### src/rtl/rfsr_pkg.sv
// package: types, codes and helpers for the radio fault state resolver
`timescale 1ns / 1ps

package rfsr_pkg;

	localparam int MAX_PORTS = 8;
	localparam int PORT_W = 8;
	localparam int CNT_W = 4;
	localparam int TIMEOUT_W = 16;
	localparam int TIME_W = 32;
	localparam int CFG_IDX_W = 2;
	localparam int CFG_DATA_W = 16;

	typedef enum logic [1:0] {
		OP_SERVICE = 2'd0,
		OP_TX_ON   = 2'd1,
		OP_TX_OFF  = 2'd2
	} op_t;

	typedef enum logic [2:0] {
		ST_INITIAL  = 3'd0,
		ST_NORMAL   = 3'd1,
		ST_STANDBY  = 3'd2,
		ST_DOWNLOAD = 3'd3,
		ST_LINKFAIL = 3'd4,
		ST_DEGRADED = 3'd5,
		ST_FAILED   = 3'd6
	} radio_st_t;

	typedef enum logic [CFG_IDX_W-1:0] {
		CFG_TX_PORTS   = 2'd0,
		CFG_RX_PORTS   = 2'd1,
		CFG_HB_TIMEOUT = 2'd2
	} cfg_idx_t;

	typedef struct packed {
		logic [CNT_W-1:0]     tx_ports_in_use;
		logic [CNT_W-1:0]     rx_ports_in_use;
		logic [TIMEOUT_W-1:0] heartbeat_timeout_s;
	} cfg_t;

	typedef struct packed {
		logic [1:0]        op;
		logic [2:0]        port;
		logic [PORT_W-1:0] tx_shutdown_alarms;
		logic [PORT_W-1:0] tx_degraded_alarms;
		logic [PORT_W-1:0] vswr_alarms;
		logic [PORT_W-1:0] rx_major_alarms;
		logic              heartbeat_alarm;
		logic              radio_temp_major_alarm;
		logic              link_major_alarm;
		logic              downloading;
		logic [TIME_W-1:0] now_seconds;
	} item_t;

	typedef struct packed {
		logic [2:0]        radio_state;
		logic              state_changed;
		logic [PORT_W-1:0] shutdown_request_mask;
		logic [PORT_W-1:0] shutdown_done_mask;
		logic [PORT_W-1:0] clear_path_mask;
		logic              clear_common_alarms;
		logic              reboot_request;
	} result_t;

	typedef struct packed {
		logic [PORT_W-1:0] tx_on_flags;
		logic              tx_on_updated;
		radio_st_t         current_state;
		logic [PORT_W-1:0] shutdown_cache;
		logic              hb_running;
		logic [TIME_W-1:0] hb_start;
	} rstate_t;

	function automatic logic [PORT_W-1:0] port_mask(input logic [CNT_W-1:0] count);
		logic [PORT_W-1:0] m;
		for (int i = 0; i < PORT_W; i++) begin
			m[i] = (i < int'(count)) && (i < MAX_PORTS);
		end
		return m;
	endfunction

endpackage

### src/rtl/rfsr_if.sv
// interfaces: request channel in and result channel out
`timescale 1ns / 1ps

interface rfsr_in_if;
	import rfsr_pkg::*;
	logic              valid;
	logic              ready;
	logic [1:0]        op;
	logic [2:0]        port;
	logic [PORT_W-1:0] tx_shutdown_alarms;
	logic [PORT_W-1:0] tx_degraded_alarms;
	logic [PORT_W-1:0] vswr_alarms;
	logic [PORT_W-1:0] rx_major_alarms;
	logic              heartbeat_alarm;
	logic              radio_temp_major_alarm;
	logic              link_major_alarm;
	logic              downloading;
	logic [TIME_W-1:0] now_seconds;

	modport source (
		output valid, op, port, tx_shutdown_alarms, tx_degraded_alarms, vswr_alarms,
		       rx_major_alarms, heartbeat_alarm, radio_temp_major_alarm,
		       link_major_alarm, downloading, now_seconds,
		input  ready
	);
	modport sink (
		input  valid, op, port, tx_shutdown_alarms, tx_degraded_alarms, vswr_alarms,
		       rx_major_alarms, heartbeat_alarm, radio_temp_major_alarm,
		       link_major_alarm, downloading, now_seconds,
		output ready
	);
endinterface

interface rfsr_out_if;
	import rfsr_pkg::*;
	logic              valid;
	logic              ready;
	logic [2:0]        radio_state;
	logic              state_changed;
	logic [PORT_W-1:0] shutdown_request_mask;
	logic [PORT_W-1:0] shutdown_done_mask;
	logic [PORT_W-1:0] clear_path_mask;
	logic              clear_common_alarms;
	logic              reboot_request;

	modport source (
		output valid, radio_state, state_changed, shutdown_request_mask,
		       shutdown_done_mask, clear_path_mask, clear_common_alarms, reboot_request,
		input  ready
	);
	modport sink (
		input  valid, radio_state, state_changed, shutdown_request_mask,
		       shutdown_done_mask, clear_path_mask, clear_common_alarms, reboot_request,
		output ready
	);
endinterface

### src/rtl/rfsr_cfg.sv
// configuration registers with write port
`timescale 1ns / 1ps

module rfsr_cfg
	import rfsr_pkg::*;
(
	input  logic                  clk,
	input  logic                  arst_n,
	input  logic                  wr_en,
	input  logic [CFG_IDX_W-1:0]  wr_index,
	input  logic [CFG_DATA_W-1:0] wr_data,
	output cfg_t                  cfg
);

	cfg_t cfg_q;

	always_ff @(posedge clk or negedge arst_n) begin
		if (!arst_n) begin
			cfg_q.tx_ports_in_use     <= CNT_W'(2);
			cfg_q.rx_ports_in_use     <= CNT_W'(2);
			cfg_q.heartbeat_timeout_s <= TIMEOUT_W'(60);
		end else if (wr_en) begin
			unique case (cfg_idx_t'(wr_index))
				CFG_TX_PORTS:   cfg_q.tx_ports_in_use     <= wr_data[CNT_W-1:0];
				CFG_RX_PORTS:   cfg_q.rx_ports_in_use     <= wr_data[CNT_W-1:0];
				CFG_HB_TIMEOUT: cfg_q.heartbeat_timeout_s <= wr_data[TIMEOUT_W-1:0];
				default: ;
			endcase
		end
	end

	assign cfg = cfg_q;

endmodule

### src/rtl/rfsr_resolve.sv
// single-pass resolve: event flag update or service pass with state priority
`timescale 1ns / 1ps

module rfsr_resolve
	import rfsr_pkg::*;
(
	input  item_t   item,
	input  cfg_t    cfg,
	input  rstate_t cur,
	output rstate_t nxt,
	output logic    has_result,
	output result_t res
);

	logic [PORT_W-1:0] txm, rxm, port_bit, clr, cache_a, sd, dg, vs, rx, fault, req;
	logic              ev_valid, clr_common, hb, temp, link, changed, reboot;
	radio_st_t         st;
	logic [TIME_W-1:0] elapsed;

	always_comb begin
		txm = port_mask(cfg.tx_ports_in_use);
		rxm = port_mask(cfg.rx_ports_in_use);
		for (int i = 0; i < PORT_W; i++) begin
			port_bit[i] = (int'(item.port) == i);
		end
		ev_valid = ({1'b0, item.port} < cfg.tx_ports_in_use) && (int'(item.port) < MAX_PORTS);

		// service pass: if any port was switched on since the last pass, clear every port now on
		clr        = cur.tx_on_updated ? (cur.tx_on_flags & txm) : '0;
		clr_common = |clr;
		cache_a    = cur.shutdown_cache & ~clr;

		sd   = item.tx_shutdown_alarms & ~clr;
		dg   = item.tx_degraded_alarms & ~clr;
		vs   = item.vswr_alarms & ~clr;
		rx   = item.rx_major_alarms & ~clr;
		hb   = item.heartbeat_alarm && !clr_common;
		temp = item.radio_temp_major_alarm && !clr_common;
		link = item.link_major_alarm && !clr_common;

		fault = (sd | vs) & txm;
		req   = '0;
		priority if (item.downloading) begin
			st = ST_DOWNLOAD;
		end else if (hb || temp || (fault == txm) || ((rx & rxm) == rxm)) begin
			st  = ST_FAILED;
			req = txm;
		end else if (link) begin
			st = ST_LINKFAIL;
		end else if (|fault) begin
			st  = ST_DEGRADED;
			req = fault;
		end else if ((|(rx & rxm)) || (|(dg & txm))) begin
			st = ST_DEGRADED;
		end else if (|(cur.tx_on_flags & txm)) begin
			st = ST_NORMAL;
		end else begin
			st = ST_STANDBY;
		end

		elapsed = item.now_seconds - cur.hb_start;
		reboot  = hb && cur.hb_running &&
		          (elapsed > {{(TIME_W-TIMEOUT_W){1'b0}}, cfg.heartbeat_timeout_s});
		changed = (st != cur.current_state) || (req != (cache_a & txm));

		nxt        = cur;
		has_result = 1'b0;
		res        = '0;
		unique case (op_t'(item.op))
			OP_TX_ON: begin
				nxt.tx_on_updated = 1'b1;
				if (ev_valid) nxt.tx_on_flags = cur.tx_on_flags | port_bit;
			end
			OP_TX_OFF: begin
				if (ev_valid) nxt.tx_on_flags = cur.tx_on_flags & ~port_bit;
			end
			OP_SERVICE: begin
				has_result        = 1'b1;
				nxt.tx_on_updated = 1'b0;
				nxt.shutdown_cache = cache_a;
				if (hb) begin
					if (!cur.hb_running) begin
						nxt.hb_running = 1'b1;
						nxt.hb_start   = item.now_seconds;
					end
				end else if (cur.hb_running) begin
					nxt.hb_running = 1'b0;
					nxt.hb_start   = '0;
				end
				if (changed) begin
					if (st == ST_FAILED) nxt.shutdown_cache = cache_a | txm;
					else if (st == ST_DEGRADED) nxt.shutdown_cache = cache_a | req;
					nxt.current_state = st;
				end
				res.radio_state           = st;
				res.state_changed         = changed;
				res.shutdown_request_mask = req;
				res.shutdown_done_mask    = nxt.shutdown_cache & txm;
				res.clear_path_mask       = clr;
				res.clear_common_alarms   = clr_common;
				res.reboot_request        = reboot;
			end
			default: ;
		endcase
	end

endmodule

### src/rtl/radio_fault_state_resolver_top.sv
// top level: input register, resolve logic, state and result register
//
// channel  dir  role    contents
// item     in   sink    op, port, alarm bits, now_seconds
// result   out  source  radio_state, masks, change, clear and reboot flags
// wr_*     in   write   configuration register index and data
//
// one request accepted per cycle while no result is held; the accepting edge
// loads the input register; the result register loads when the output advances
// events update the port flags and give no result
// a held result stalls the input register; one further request is still taken
// asynchronous reset clears state and both valid bits and restores the default configuration
`timescale 1ns / 1ps

module radio_fault_state_resolver_top
	import rfsr_pkg::*;
(
	input  logic                  clk,
	input  logic                  arst_n,
	rfsr_in_if.sink               item,
	rfsr_out_if.source            result,
	input  logic                  wr_en,
	input  logic [CFG_IDX_W-1:0]  wr_index,
	input  logic [CFG_DATA_W-1:0] wr_data
);

	cfg_t    cfg;
	item_t   item_s1;
	logic    valid_s1;
	result_t res_s2;
	logic    valid_s2;
	rstate_t state_q, state_nxt;
	logic    has_result;
	result_t res_nxt;
	logic    advance, fire;

	rfsr_cfg u_cfg (
		.clk      (clk),
		.arst_n   (arst_n),
		.wr_en    (wr_en),
		.wr_index (wr_index),
		.wr_data  (wr_data),
		.cfg      (cfg)
	);

	rfsr_resolve u_resolve (
		.item       (item_s1),
		.cfg        (cfg),
		.cur        (state_q),
		.nxt        (state_nxt),
		.has_result (has_result),
		.res        (res_nxt)
	);

	assign advance    = !valid_s2 || result.ready;
	assign fire       = valid_s1 && advance;
	assign item.ready = !valid_s1 || advance;

	always_ff @(posedge clk or negedge arst_n) begin
		if (!arst_n) begin
			valid_s1 <= 1'b0;
			valid_s2 <= 1'b0;
			state_q  <= '{tx_on_flags: '0, tx_on_updated: 1'b0, current_state: ST_INITIAL,
			              shutdown_cache: '0, hb_running: 1'b0, hb_start: '0};
		end else begin
			if (item.ready) valid_s1 <= item.valid;
			if (advance) valid_s2 <= fire && has_result;
			if (fire) state_q <= state_nxt;
		end
	end

	always_ff @(posedge clk) begin
		if (item.valid && item.ready) begin
			item_s1.op                     <= item.op;
			item_s1.port                   <= item.port;
			item_s1.tx_shutdown_alarms     <= item.tx_shutdown_alarms;
			item_s1.tx_degraded_alarms     <= item.tx_degraded_alarms;
			item_s1.vswr_alarms            <= item.vswr_alarms;
			item_s1.rx_major_alarms        <= item.rx_major_alarms;
			item_s1.heartbeat_alarm        <= item.heartbeat_alarm;
			item_s1.radio_temp_major_alarm <= item.radio_temp_major_alarm;
			item_s1.link_major_alarm       <= item.link_major_alarm;
			item_s1.downloading            <= item.downloading;
			item_s1.now_seconds            <= item.now_seconds;
		end
		if (fire && has_result) res_s2 <= res_nxt;
	end

	assign result.valid                 = valid_s2;
	assign result.radio_state           = res_s2.radio_state;
	assign result.state_changed         = res_s2.state_changed;
	assign result.shutdown_request_mask = res_s2.shutdown_request_mask;
	assign result.shutdown_done_mask    = res_s2.shutdown_done_mask;
	assign result.clear_path_mask       = res_s2.clear_path_mask;
	assign result.clear_common_alarms   = res_s2.clear_common_alarms;
	assign result.reboot_request        = res_s2.reboot_request;

endmodule

### src/flat_wrapper.sv
// flat-port wrapper written by rule: the top's interface ports become plain ports
module radio_fault_state_resolver_top_flat import rfsr_pkg::*;
  (clk, arst_n, wr_en, wr_index, wr_data, item_valid, item_op, item_port, item_tx_shutdown_alarms, item_tx_degraded_alarms, item_vswr_alarms, item_rx_major_alarms, item_heartbeat_alarm, item_radio_temp_major_alarm, item_link_major_alarm, item_downloading, item_now_seconds, item_ready, result_valid, result_radio_state, result_state_changed, result_shutdown_request_mask, result_shutdown_done_mask, result_clear_path_mask, result_clear_common_alarms, result_reboot_request, result_ready);
  rfsr_in_if item_i ();
  rfsr_out_if result_i ();
  input  logic clk;
  input  logic arst_n;
  input  logic wr_en;
  input  logic [CFG_IDX_W-1:0] wr_index;
  input  logic [CFG_DATA_W-1:0] wr_data;
  input wire logic [$bits(item_i.valid)-1:0] item_valid;
  input wire logic [$bits(item_i.op)-1:0] item_op;
  input wire logic [$bits(item_i.port)-1:0] item_port;
  input wire logic [$bits(item_i.tx_shutdown_alarms)-1:0] item_tx_shutdown_alarms;
  input wire logic [$bits(item_i.tx_degraded_alarms)-1:0] item_tx_degraded_alarms;
  input wire logic [$bits(item_i.vswr_alarms)-1:0] item_vswr_alarms;
  input wire logic [$bits(item_i.rx_major_alarms)-1:0] item_rx_major_alarms;
  input wire logic [$bits(item_i.heartbeat_alarm)-1:0] item_heartbeat_alarm;
  input wire logic [$bits(item_i.radio_temp_major_alarm)-1:0] item_radio_temp_major_alarm;
  input wire logic [$bits(item_i.link_major_alarm)-1:0] item_link_major_alarm;
  input wire logic [$bits(item_i.downloading)-1:0] item_downloading;
  input wire logic [$bits(item_i.now_seconds)-1:0] item_now_seconds;
  output wire logic [$bits(item_i.ready)-1:0] item_ready;
  output wire logic [$bits(result_i.valid)-1:0] result_valid;
  output wire logic [$bits(result_i.radio_state)-1:0] result_radio_state;
  output wire logic [$bits(result_i.state_changed)-1:0] result_state_changed;
  output wire logic [$bits(result_i.shutdown_request_mask)-1:0] result_shutdown_request_mask;
  output wire logic [$bits(result_i.shutdown_done_mask)-1:0] result_shutdown_done_mask;
  output wire logic [$bits(result_i.clear_path_mask)-1:0] result_clear_path_mask;
  output wire logic [$bits(result_i.clear_common_alarms)-1:0] result_clear_common_alarms;
  output wire logic [$bits(result_i.reboot_request)-1:0] result_reboot_request;
  input wire logic [$bits(result_i.ready)-1:0] result_ready;
  assign item_i.valid = item_valid;
  assign item_i.op = item_op;
  assign item_i.port = item_port;
  assign item_i.tx_shutdown_alarms = item_tx_shutdown_alarms;
  assign item_i.tx_degraded_alarms = item_tx_degraded_alarms;
  assign item_i.vswr_alarms = item_vswr_alarms;
  assign item_i.rx_major_alarms = item_rx_major_alarms;
  assign item_i.heartbeat_alarm = item_heartbeat_alarm;
  assign item_i.radio_temp_major_alarm = item_radio_temp_major_alarm;
  assign item_i.link_major_alarm = item_link_major_alarm;
  assign item_i.downloading = item_downloading;
  assign item_i.now_seconds = item_now_seconds;
  assign item_ready = item_i.ready;
  assign result_valid = result_i.valid;
  assign result_radio_state = result_i.radio_state;
  assign result_state_changed = result_i.state_changed;
  assign result_shutdown_request_mask = result_i.shutdown_request_mask;
  assign result_shutdown_done_mask = result_i.shutdown_done_mask;
  assign result_clear_path_mask = result_i.clear_path_mask;
  assign result_clear_common_alarms = result_i.clear_common_alarms;
  assign result_reboot_request = result_i.reboot_request;
  assign result_i.ready = result_ready;
  radio_fault_state_resolver_top u_core (.clk(clk), .arst_n(arst_n), .item(item_i), .result(result_i), .wr_en(wr_en), .wr_index(wr_index), .wr_data(wr_data));
endmodule
### config.mk
export PLATFORM = sky130hd
export DESIGN_NAME = radio_fault_state_resolver_top_flat
export DESIGN_NICKNAME = d
export VERILOG_FILES = /design/src/rtl/rfsr_pkg.sv /design/src/rtl/rfsr_if.sv /design/src/rtl/rfsr_cfg.sv /design/src/rtl/rfsr_resolve.sv /design/src/rtl/radio_fault_state_resolver_top.sv /design/src/flat_wrapper.sv
export SDC_FILE = /design/constraint.sdc
export NUM_CORES = 1
export LEC_CHECK = 0
export BUFFER_PORTS_ARGS = -buffer_cell sky130_fd_sc_hd__buf_2
export CORE_MARGIN = 2
export CORE_UTILIZATION = 40
export DETAILED_ROUTE_END_ITERATION = 8
export PLACE_DENSITY = 0.69
export SLEW_MARGIN = 15
export SYNTH_ARGS = -nofsm -noshare
export SYNTH_HDL_FRONTEND = slang
export SYNTH_SLANG_ARGS = --single-unit
export TNS_END_PERCENT = 100
### constraint.sdc
create_clock -name clk -period 6.3 [get_ports clk]
set_clock_uncertainty 0.05 [all_clocks]
set_input_delay 1.26 -clock clk [delete_from_list [all_inputs] [get_ports clk]]
set_output_delay 1.26 -clock clk [all_outputs]
set_load 0.05 [all_outputs]
==> results of run 1 <==
[final cells by class]
type                    instances  area, µm²
fillers                      2328      12800
multi-input cells             670       4520
well taps                     324        405
flip-flops and latches        182       5080
clock buffers                  22        497
diodes                          1       2.50
inverters                      66        248
clock inverters                10        105
repair buffers                135        698
[cell usage in the layout, fill, tap and decap left out, types with 11 or more instances in the layout]
| cell type | n |
|---|---|
| edfxtp_1 | 103 |
| a21oi_1 | 41 |
| o211ai_1 | 14 |
| and3_1 | 11 |
| nand2_1 | 69 |
| inv_1 | 66 |
| mux2_2 | 31 |
| clkbuf_16 | 19 |
| ha_1 | 50 |
| nand3_1 | 54 |
| o21ai_0 | 74 |
| nand4_1 | 12 |
| dfrtp_1 | 73 |
| xnor2_1 | 17 |
| a21o_1 | 13 |
| nor3_1 | 17 |
| nor2_1 | 58 |
| buf_2 | 126 |
| o31ai_1 | 11 |
[power breakdown]
group | switching [W] | leakage, nW | total (W) | internal (W)
Combinational | 0.00122 | 2.49 | 0.00208 | 0.000859
Sequential | 0.000171 | 1.95 | 0.00167 | 0.00150
Clock | 0.000486 | 0.295 | 0.00110 | 0.000612
[how the worst min path moves through the flow]
stage / endpoint / startpoint / slack [ns] / cells after the start
floorplan: u_core.state_q[42] / u_core.state_q[42] / 0.40 / 2
finish: u_core.state_q[42] / u_core.state_q[42] / 0.43 / 2
CTS: u_core.state_q[42] / u_core.state_q[42] / 0.44 / 2
detailed placement: u_core.state_q[42] / u_core.state_q[42] / 0.42 / 2
global route: u_core.state_q[42] / u_core.state_q[42] / 0.47 / 2
global placement: u_core.state_q[42] / u_core.state_q[42] / 0.42 / 2
[critical path: cells and delay by family, from the launching register on]
kind            cells  cell delay (ns)
fa+ha+maj           3             0.80
compound gates     11             2.30
buf+inv             2             0.15
simple gates        4             1.16
xor+xnor            1             0.09
flops               1             0.36
[logic make-up after synthesis]
group	count (synthesis)
buffers and inverters	101
muxes	37
AOI/OAI and AO/OA	259
adders and majority gates	53
xor gates and xnor gates	24
DFF	182
and+or+nand+nor	297
[flip-flops by register name, summed over array words and instances (netlist names), 3 cells and up, named ones only]
name,count
u_core.u_cfg.cfg,24
u_core.result.shutdown_done_mask,8
u_core.state_q,45
u_core.result.clear_path_mask,8
u_core.result.radio_state,3
u_core.item_s1,73
u_core.result.shutdown_request_mask,8
[layer usage]
| metal | routed length [µm] | up-vias | track usage, % |
|---|---|---|---|
| li1 | - | 3804 | - |
| met1 | 11500 | 3830 | 26.5 |
| met2 | 12300 | 260 | 33.5 |
| met3 | 1470 | 43 | 4.44 |
| met4 | 567 | 0 | 6.19 |
| met5 | 0 | - | 0 |
[through the flow]
| step | cell area [µm²] | worst slack, ns | hold WS, ns | util, % |
|---|---|---|---|---|
| 2_1_floorplan | 9980 | 1.67 | 0.400 | - |
| 3_3_place_gp | 10900 | 1.25 | 0.416 | 44.9 |
| 3_5_place_dp | 10900 | 1.18 | 0.424 | 44.9 |
| 4_1_cts | 11500 | 1.14 | 0.439 | 47.4 |
| 5_1_grt | 11500 | 0.848 | 0.469 | 47.4 |
| 6_report | 11600 | 1.12 | 0.431 | 47.4 |
==> impl_metrics.csv, run 1 <==
group,metric,value,unit
sta,relSlewSlack,30.4,%
logic_synthesis,synth_top_family_by_area,"compound AO/OA/AOI/OAI gates",
cts,clockBufferDepth,2,
cts,cts_htree_levels,4,
sta,tns,0,ns
drt,routed-via-count,7937,
drt,antenna_left,0,
critical_path,startpoint,"u_core.item_s1[0]",
logic_synthesis,synth_simple_gate_area_share,15.4,%
critical_path,worstPathMaxFanout,4,
sta,finalSetupViolations,0,
critical_path,rrSetupSlack,1.12,ns
cells_and_area,nets,1219,
global_routing,grt.total_usage,20.2,%
die,dieArea,26200,µm²
die,die_x,162,µm
cts,post_cts_resized,0,
die,num_io_pins,128,
logic_synthesis,yosysMostFrequentCell,"edfxtp_1",
global_routing,grt_pass1_vias,7618,
placed_design,place_inst,1377,
global_routing,grt_overflow,0,
logic_synthesis,yosysWarningCount,0,
critical_path,worstSetupPathType,"reg -> reg",
logic_synthesis,synth-compound-area-share,16.9,%
logic_synthesis,synth_edf_count,103,
cells_and_area,final_cells,1410,
die,die_h,162,µm
logic_synthesis,syn_inst,953,
critical_path,crit_path_top_delay_cell,"or4_1",
logic_synthesis,yosys.area.top_type_share,31.0,%
logic_synthesis,synth_top_cell_by_area,"edfxtp_1",
critical_path,slowest_delay,0.53,ns
logic_synthesis,synthTopCellsByCount,"edfxtp_1, o21ai_0, dfrtp_1",
drt,first_pass_iters,7,
outcome,status,"finished, final reports clean",
sta,slew_viol_final,0,
critical_path,cp-endpoint,"u_core.result.reboot_request",
sta,tightest_slew,1.04,ns
pwr,power_density,420,nW/µm²
sta,hold_viol_final,0,
pwr,ir_drop,0.000215,V
min_path,hold_class,"reg -> reg",
die,initial_core_util,40.9,%
global_routing,antenna_found_initial,1,
logic_synthesis,synth_seq_cells,182,
placed_design,hpwl,18.9,mm
logic_synthesis,synth_mux_area_share,4.15,%
logic_synthesis,synth_nets,1100,
critical_path,crit_path_end_kind,"register",
cts,insertion_delay,0.45,ns
cells_and_area,drive_above_1_share,20.4,%
critical_path,cp_data_arrival_time,5.32,ns
drt,drt_iter0_drc,503,
die,core_area,24400,µm²
cts,clkTransAtPathRegs,0.07,ns
pwr,p_total,0.00485,W
drt,detail_route.wl_per_cell,18.3,µm
logic_synthesis,synth-adder-area-share,6.67,%
pwr,power.leakage,4.74,nW
placed_design,place_congestion,0.906,
drt,drt_wl_total,25.8,mm
cells_and_area,syn_to_final_growth,15.7,%
cts,post_cts_buffers,0,
global_routing,grt_pass1_wl,41.3,mm
die,rows,57,
sta,max_freq,0.193,GHz
logic_synthesis,synth.avg_cell_area,10.5,µm²
run,cap_violations,0,
sta,fin_crit,5.18,ns
logic_synthesis,synthXorXnorAreaFrac,2.11,%
global_routing,grt_max_degree,74,
logic_synthesis,ys_types,78,
cts,cts-root-buf,"clkbuf_16",
logic_synthesis,syn_area,9980,µm²
drt,vias_per_cell,5.63,
logic_synthesis,synth_ff_type,"edfxtp_1",
drt,drc,0,
placed_design,io_buffers,127,
critical_path,r2r_start,"u_core.item_s1[0]",
critical_path,critPathLaunchType,"register",
cts,cts_tree,"yes",
sta,rsz0062_at_grt,"false",
logic_synthesis,synth_seq_area_share,50.9,%
cts,numCtsBuffers,17,
critical_path,regToRegEndpoint,"u_core.result.reboot_request",
sta,fin_crit_sh,82.2,%
critical_path,ff2ff_path_depth,21,
logic_synthesis,synth_area_leaders,"edfxtp_1, dfrtp_1, ha_1",
cts,cts_hold_buf,0,
logic_synthesis,async_flop_share,43.4,%
critical_path,path_cells,"inv_1 -> ha_1 -> inv_1 -> fa_1 -> a211oi_1 -> o211ai_1 -> nand2_1 -> o21bai_1 -> a31oi_1 -> xnor2_1 -> ha_1 -> or4_1 -> a2bb2oi_1 -> o31ai_1 -> a221oi_1 -> a2111o_1 -> a2111oi_0 -> nand4b_1 -> nor4_1 -> o2111ai_1 -> o311a_1",
critical_path,cp.required,6.44,ns
cts,numClockSinks,182,
(Power assumes the default switching activity.)
==> inputs of run 2 (changes only) <==
--- a/config.mk
+++ b/config.mk
@@ -9,7 +9,7 @@
 export CORE_MARGIN = 2
 export CORE_UTILIZATION = 40
 export DETAILED_ROUTE_END_ITERATION = 8
-export PLACE_DENSITY = 0.69
+export PLACE_DENSITY = 0.71
 export SLEW_MARGIN = 15
 export SYNTH_ARGS = -nofsm -noshare
 export SYNTH_HDL_FRONTEND = slang
==> constraint.sdc (replaced) <==
create_clock -name clk -period 4.6 [get_ports clk]
set_clock_uncertainty 0.05 [all_clocks]
set_input_delay 0.92 -clock clk [delete_from_list [all_inputs] [get_ports clk]]
set_output_delay 0.92 -clock clk [all_outputs]
set_load 0.05 [all_outputs]
==> run 2 against run 1 <==
The run now ends with setup timing left; die area did not move; combinational power rose by 54%; global-route usage rose by 0.17 points; cell area rose by 3.2%; hold slack improved by 0.0084 ns; maximum frequency rose by 11%; routed wire length rose by 0.48%; final cell count rose by 3.3%; register-to-register slack got worse by 1.2 ns; critical endpoint unchanged; largest power group unchanged.
==> impl_metrics.csv, run 2 (synthesized netlist as in run 1, its figures left out) <==
group,metric,value,unit
cts,insertion_delay,0.45,ns
cells_and_area,fin_area,11900,µm²
drt,vias_per_cell,5.52,
cts,cts_tree,"yes",
sta,tightest_slew,1.03,ns
critical_path,cp_data_arrival_time,4.80,ns
placed_design,hpwl,19.1,mm
drt,drt_iter0_drc,632,
global_routing,grt_overflow,0,
critical_path,critPathMostFrequentCell,"buf_4",
critical_path,worstSetupPathType,"reg -> reg",
die,num_io_pins,128,
placed_design,place_congestion,0.894,
sta,fin_crit_sh,101,%
global_routing,grt_util_met1,27.2,%
global_routing,grt_pass1_vias,7788,
critical_path,cp.required,4.74,ns
cts,numClockSinks,182,
critical_path,critPathLaunchType,"register",
die,core_area,24400,µm²
sta,slew_viol_final,0,
pwr,seq_power_share,33.0,%
global_routing,grt_use_met3,3.45,%
cells_and_area,n_fill_cell,2320,
pwr,power.leakage,4.95,nW
min_path,hold_class,"in -> async",
critical_path,slowest_delay,0.53,ns
global_routing,grt-busiest-layer,"met2",
cells_and_area,layout_common_cells,"buf_2, edfxtp_1, dfrtp_1",
drt,detail_route.wl_per_cell,17.8,µm
cells_and_area,nets,1266,
sta,max_freq,0.215,GHz
cells_and_area,syn_to_final_growth,19.4,%
pwr,pwr-share-clk,20.2,%
placed_design,dpl-instance-area,11300,µm²
die,dieArea,26200,µm²
global_routing,use_met2,33.3,%
critical_path,path_cells,"buf_4 -> buf_4 -> fa_2 -> a211oi_2 -> o211ai_1 -> nand2_1 -> o21bai_1 -> buf_4 -> xor2_1 -> ha_2 -> or4_4 -> o31ai_4 -> a221oi_2 -> a2111o_1 -> a2111oi_2 -> nand4b_1 -> nor4_2 -> o2111ai_1 -> o311a_1",
pwr,power_density,575,nW/µm²
sta,finalSetupViolations,1,
die,die_x,162,µm
global_routing,grt.total_usage,20.4,%
pwr,p_int,0.00419,W
pwr,ir_drop,0.000254,V
outcome,violations,"setup timing",
sta,whs,0.439,ns
global_routing,grt_pass1_wl,41.6,mm
sta,relSlewSlack,31.5,%
sta,rsz0062_at_grt,"true",
cts,numCtsBuffers,17,
critical_path,worstPathMaxFanout,2,
pwr,switchingPower,0.00267,W
cts,clkTransAtPathRegs,0.08,ns
critical_path,crit_path_top_delay_cell,"or4_4",
drt,antenna_left,0,
outcome,status,"complete, but fails checks",
die,initial_core_util,40.9,%
die,die_h,162,µm
cts,cts_htree_levels,4,
cells_and_area,max_flop_register,"u_core.item_s1",
drt,first_pass_iters,5,
run,cap_violations,0,
sta,worst_slack,-0.0567,ns
cells_and_area,drive_above_1_share,24.8,%
critical_path,crit_path_end_kind,"register",
die,rows,57,
sta,hold_viol_final,0,
cts,clockBufferDepth,2,
drt,routed-via-count,8038,
drt,drt_wl_total,25.9,mm
drt,drc,0,
cts,cts_hold_buf,0,
cells_and_area,fin_util,48.9,%
global_routing,grt_max_degree,74,
pwr,p_comb_share,46.8,%
cts,cts-root-buf,"clkbuf_16",
cells_and_area,layout_commonest_cell,"buf_2",
cells_and_area,largest_reg_flops,73,
global_routing,antenna_found_initial,2,
placed_design,io_buffers,127,
pwr,switching_share,38.9,%
sta,fin_crit,4.66,ns
-- run 2: changes by cell type in the layout (fill, tap and decap cells not counted), sizes merged --
cell | before | now
buf | 135 | 182
clkinv | 1 | 4
clkbuf | 22 | 20
bufinv | 1 | 0
-- run 2: cell type report --
cell class,instances,area [µm²],share of cell area (%)
sequential,182,5080,42.6
multi-input combinational,670,4580,38.4
timing repair buffer,182,1060,8.92
clock buffer,20,447,3.75
tap,324,405,3.40
inverter,66,248,2.08
clock inverter,12,95.1,0.798
antenna,1,2.50,0.0210
-- run 2: worst max-delay path: cells and delay by family (launching register included) --
| kind | cells | cell delay, ns |
|---|---|---|
| and+or+nand+nor | 4 | 1.07 |
| AOI/OAI and AO/OA | 9 | 1.79 |
| DFF | 1 | 0.41 |
| adders and majority gates | 2 | 0.53 |
| xor gates and xnor gates | 1 | 0.14 |
| buffers and inverters | 3 | 0.42 |
-- run 2: metrics by stage --
| stage | TNS [ns] | std cells | total power (W) | setup slack (ns) |
|---|---|---|---|---|
| 6_report | -0.0567 | 1457 | 0.00686 | -0.0567 |
| 5_1_grt | -0.315 | 1456 | 0.00735 | -0.315 |
| 4_1_cts | -0.116 | 1455 | 0.00685 | -0.116 |
| 3_5_place_dp | -0.367 | 1422 | 0.00534 | -0.367 |
| 3_3_place_gp | -0.213 | 1422 | 0.00532 | -0.213 |
| 2_1_floorplan | 0 | 953 | 0.00442 | 0.0161 |
-- run 2: what timing repair did --
item | CTS | global route
pin swaps | 15 | 8
resized for setup | 15 | 1
setup buffers | 1 | 1
endpoints found under the setup margin | 1 | 1
-- run 2: per-layer routing --
metal	part of all wire [%]	wire (µm)	vias up
met2	47	12200	290
met5	0.042	11	-
met4	2.6	663	2
li1	-	-	3893
met1	44	11300	3805
met3	6.6	1730	48
-- run 2: power by group through the flow --
stage / clock, W / combinational, W / sequential (W)
4_1_cts: 0.00140 / 0.00319 / 0.00226
3_3_place_gp: 0 / 0.00304 / 0.00228
6_report: 0.00138 / 0.00321 / 0.00226
3_5_place_dp: 0 / 0.00305 / 0.00229
2_1_floorplan: 0 / 0.00217 / 0.00225
5_1_grt: 0.00146 / 0.00358 / 0.00230
-- run 2: final timing paths --
check / from / slack, ns / depth (start not counted) / endpoint
min in group clk: u_core.state_q[0] / 0.45 / 2 / u_core.state_q[0]
max: u_core.item_s1[1] / -0.06 / 19 / u_core.result.reboot_request
max reg2reg: u_core.item_s1[1] / -0.06 / 19 / u_core.result.reboot_request
max in group asynchronous: arst_n / 3.11 / 2 / u_core.u_cfg.cfg[17]
min: arst_n / 0.44 / 1 / u_core.state_q[19]
min reg2reg: u_core.state_q[0] / 0.45 / 2 / u_core.state_q[0]
==> inputs of run 3 (changes only) <==
--- a/config.mk
+++ b/config.mk
@@ -5,9 +5,11 @@
 export SDC_FILE = /design/constraint.sdc
 export NUM_CORES = 1
 export LEC_CHECK = 0
+export ABC_CLOCK_PERIOD_IN_PS = 4600
 export BUFFER_PORTS_ARGS = -buffer_cell sky130_fd_sc_hd__buf_2
 export CORE_MARGIN = 2
 export CORE_UTILIZATION = 40
+export CTS_CLUSTER_SIZE = 40
 export DETAILED_ROUTE_END_ITERATION = 8
 export PLACE_DENSITY = 0.71
 export SLEW_MARGIN = 15
==> constraint.sdc (replaced) <==
create_clock -name clk -period 4.6 [get_ports clk]
set_clock_uncertainty 0.05 [all_clocks]
set_input_delay 0.46 -clock clk [delete_from_list [all_inputs] [get_ports clk]]
set_output_delay 0.46 -clock clk [all_outputs]
set_load 0.05 [all_outputs]
==> run 3 against run 2 <==
The run now ends clean; die area stayed put; combinational power is 2% higher; via count is 0.47% higher; clock power is 9% higher; core utilization is 0.47 points higher; global-route usage is 0.21 points higher; total power is 2.9% higher.
==> impl_metrics.csv, run 3 (synthesized netlist as in run 1, its figures left out) <==
group,metric,value,unit
critical_path,slowest_delay,0.54,ns
cells_and_area,layout_commonest_cell,"buf_2",
pwr,p_total,0.00706,W
cts,numClockSinks,182,
critical_path,r2r_start,"u_core.item_s1[0]",
cells_and_area,syn_to_final_growth,20.6,%
cells_and_area,layout_common_cells,"buf_2, edfxtp_1, dfrtp_1",
sta,finalSetupViolations,0,
die,die_h,162,µm
die,die_x,162,µm
drt,drc,0,
min_path,hold_start,"item_now_seconds[6]",
cts,cts-root-buf,"clkbuf_16",
sta,max_freq,0.218,GHz
critical_path,path_cells,"inv_2 -> ha_4 -> inv_2 -> fa_2 -> a211oi_2 -> o211ai_1 -> nand2_1 -> o21bai_1 -> buf_4 -> xor2_1 -> ha_2 -> or4_4 -> o31ai_4 -> a221oi_2 -> a2111o_1 -> a2111oi_2 -> nand4b_1 -> nor4_2 -> o2111ai_1 -> o311a_1",
sta,fin_crit,4.60,ns
run,cap_violations,0,
critical_path,worstPathMaxFanout,2,
die,num_io_pins,128,
cts,cts_tree,"yes",
cells_and_area,largest_reg_flops,73,
die,rows,57,
drt,vias_per_cell,5.53,
critical_path,worstSetupPathType,"reg -> reg",
global_routing,grt_pass1_vias,7889,
pwr,power_density,586,nW/µm²
sta,fin_crit_sh,99.9,%
drt,routed-via-count,8076,
critical_path,cp.buffers_inverters,3,
cts,clockBufferDepth,2,
cells_and_area,max_flop_register,"u_core.item_s1",
pwr,ir_drop,0.000249,V
min_path,holdPathEnd,"u_core.item_s1[6]",
sta,slew_viol_final,0,
min_path,hold_class,"in -> reg",
placed_design,place_congestion,0.900,
drt,first_pass_iters,5,
cts,cts_htree_levels,4,
cells_and_area,nets,1268,
sta,tightest_slew,1.03,ns
drt,drt_iter0_drc,566,
drt,drt_wl_total,26.2,mm
critical_path,crit_path_end_kind,"register",
critical_path,rrSetupSlack,0.005,ns
sta,rsz0062_at_grt,"true",
critical_path,regToRegEndpoint,"u_core.result.reboot_request",
global_routing,grt_overflow,0,
critical_path,crit_path_top_delay_cell,"or4_4",
cts,insertion_delay,0.44,ns
drt,antenna_left,0,
sta,relSlewSlack,31.6,%
cells_and_area,fin_util,49.3,%
min_path,holdPathStages,1,
cts,numCtsBuffers,17,
placed_design,dpl-instance-area,11300,µm²
pwr,power.leakage,4.99,nW
cts,clkTransAtPathRegs,0.08,ns
die,core_area,24400,µm²
critical_path,ff2ff_path_depth,20,
cells_and_area,fin_area,12000,µm²
critical_path,cp_data_arrival_time,4.73,ns
drt,detail_route.wl_per_cell,18.0,µm
cells_and_area,n_fill_cell,2257,
die,initial_core_util,40.9,%
global_routing,grt_max_degree,74,
critical_path,critPathLaunchType,"register",
global_routing,antenna_found_initial,2,
sta,whs,0.137,ns
placed_design,io_buffers,127,
placed_design,hpwl,19.2,mm
outcome,status,"finished, final reports clean",
critical_path,critPathMostFrequentCell,"inv_2",
critical_path,cp.required,4.73,ns
cells_and_area,drive_above_1_share,25.0,%
sta,hold_viol_final,0,
global_routing,grt_pass1_wl,42.1,mm
die,dieArea,26200,µm²
global_routing,grt.total_usage,20.6,%
critical_path,cpLargestDelayFamily,"compound AO/OA/AOI/OAI gates",
==> run 3: routing by layer <==
metal / up-vias / track usage [%] / part of all wire [%]
met5: - / 0 / 0
met4: 0 / 7.20 / 2.7
met3: 44 / 3.29 / 6.4
met2: 283 / 33.9 / 47
met1: 3846 / 27.6 / 44
li1: 3903 / - / -
==> run 3: worst reg2reg max path, delay by kind of cell, from the launching register on <==
kind | cells | cell delay [ns]
AO/OA/AOI/OAI | 9 | 1.80
XOR/XNOR | 1 | 0.14
flip-flops | 1 | 0.38
AND/OR/NAND/NOR | 4 | 1.07
buffers and inverters | 3 | 0.26
adder cells (fa/ha/maj) | 3 | 0.66
==> run 3: where the power goes <==
group	total (W)	switching [W]	internal [W]
clock	0.00151	0.000631	0.000880
combinational	0.00328	0.00185	0.00144
sequential	0.00226	0.000204	0.00206
total	0.00706	0.00268	0.00438
==> run 3: cell type report <==
cell class                      count  area (µm²)  share of cell area, %
Timing Repair Buffer              184        1080                   8.98
Tap cell                          324         405                   3.37
Clock inverter                      7        77.6                  0.644
Sequential cell                   182        5080                   42.2
Inverter                           66         248                   2.06
Clock buffer                       25         539                   4.48
Multi-Input combinational cell    670        4600                   38.2
Antenna cell                        2        5.00                 0.0416
==> run 3: what timing repair did <==
item | in CTS | in global routing
gates resized for setup | 19 | 1
endpoints found under the hold margin | 27 | 0
setup buffers | 3 | 0
endpoints found under the setup margin | 1 | 1
pin swaps | 21 | 4
hold buffers | 1 | 0
==> run 3: worst max path at each step <==
stage | start | to | slack [ns] | cells past startpoint
2_1_floorplan | u_core.item_s1[0] | u_core.result.reboot_request | 0.02 | 21
3_3_place_gp | u_core.item_s1[0] | u_core.result.reboot_request | -0.21 | 21
3_5_place_dp | u_core.item_s1[0] | u_core.result.reboot_request | -0.36 | 21
4_1_cts | u_core.item_s1[0] | u_core.result.reboot_request | -0.06 | 20
5_1_grt | u_core.item_s1[1] | u_core.result.reboot_request | -0.24 | 21
6_report | u_core.item_s1[0] | u_core.result.reboot_request | 0.005 | 20
==> run 3: per-stage QoR <==
step / setup slack (ns) / std cells / setup TNS [ns]
CTS: -0.0554 / 1458 / -0.0554
global route: -0.236 / 1458 / -0.236
global placement: -0.208 / 1422 / -0.208
finish: 0.00471 / 1460 / 0
detailed placement: -0.359 / 1422 / -0.359
floorplan: 0.0161 / 953 / 0
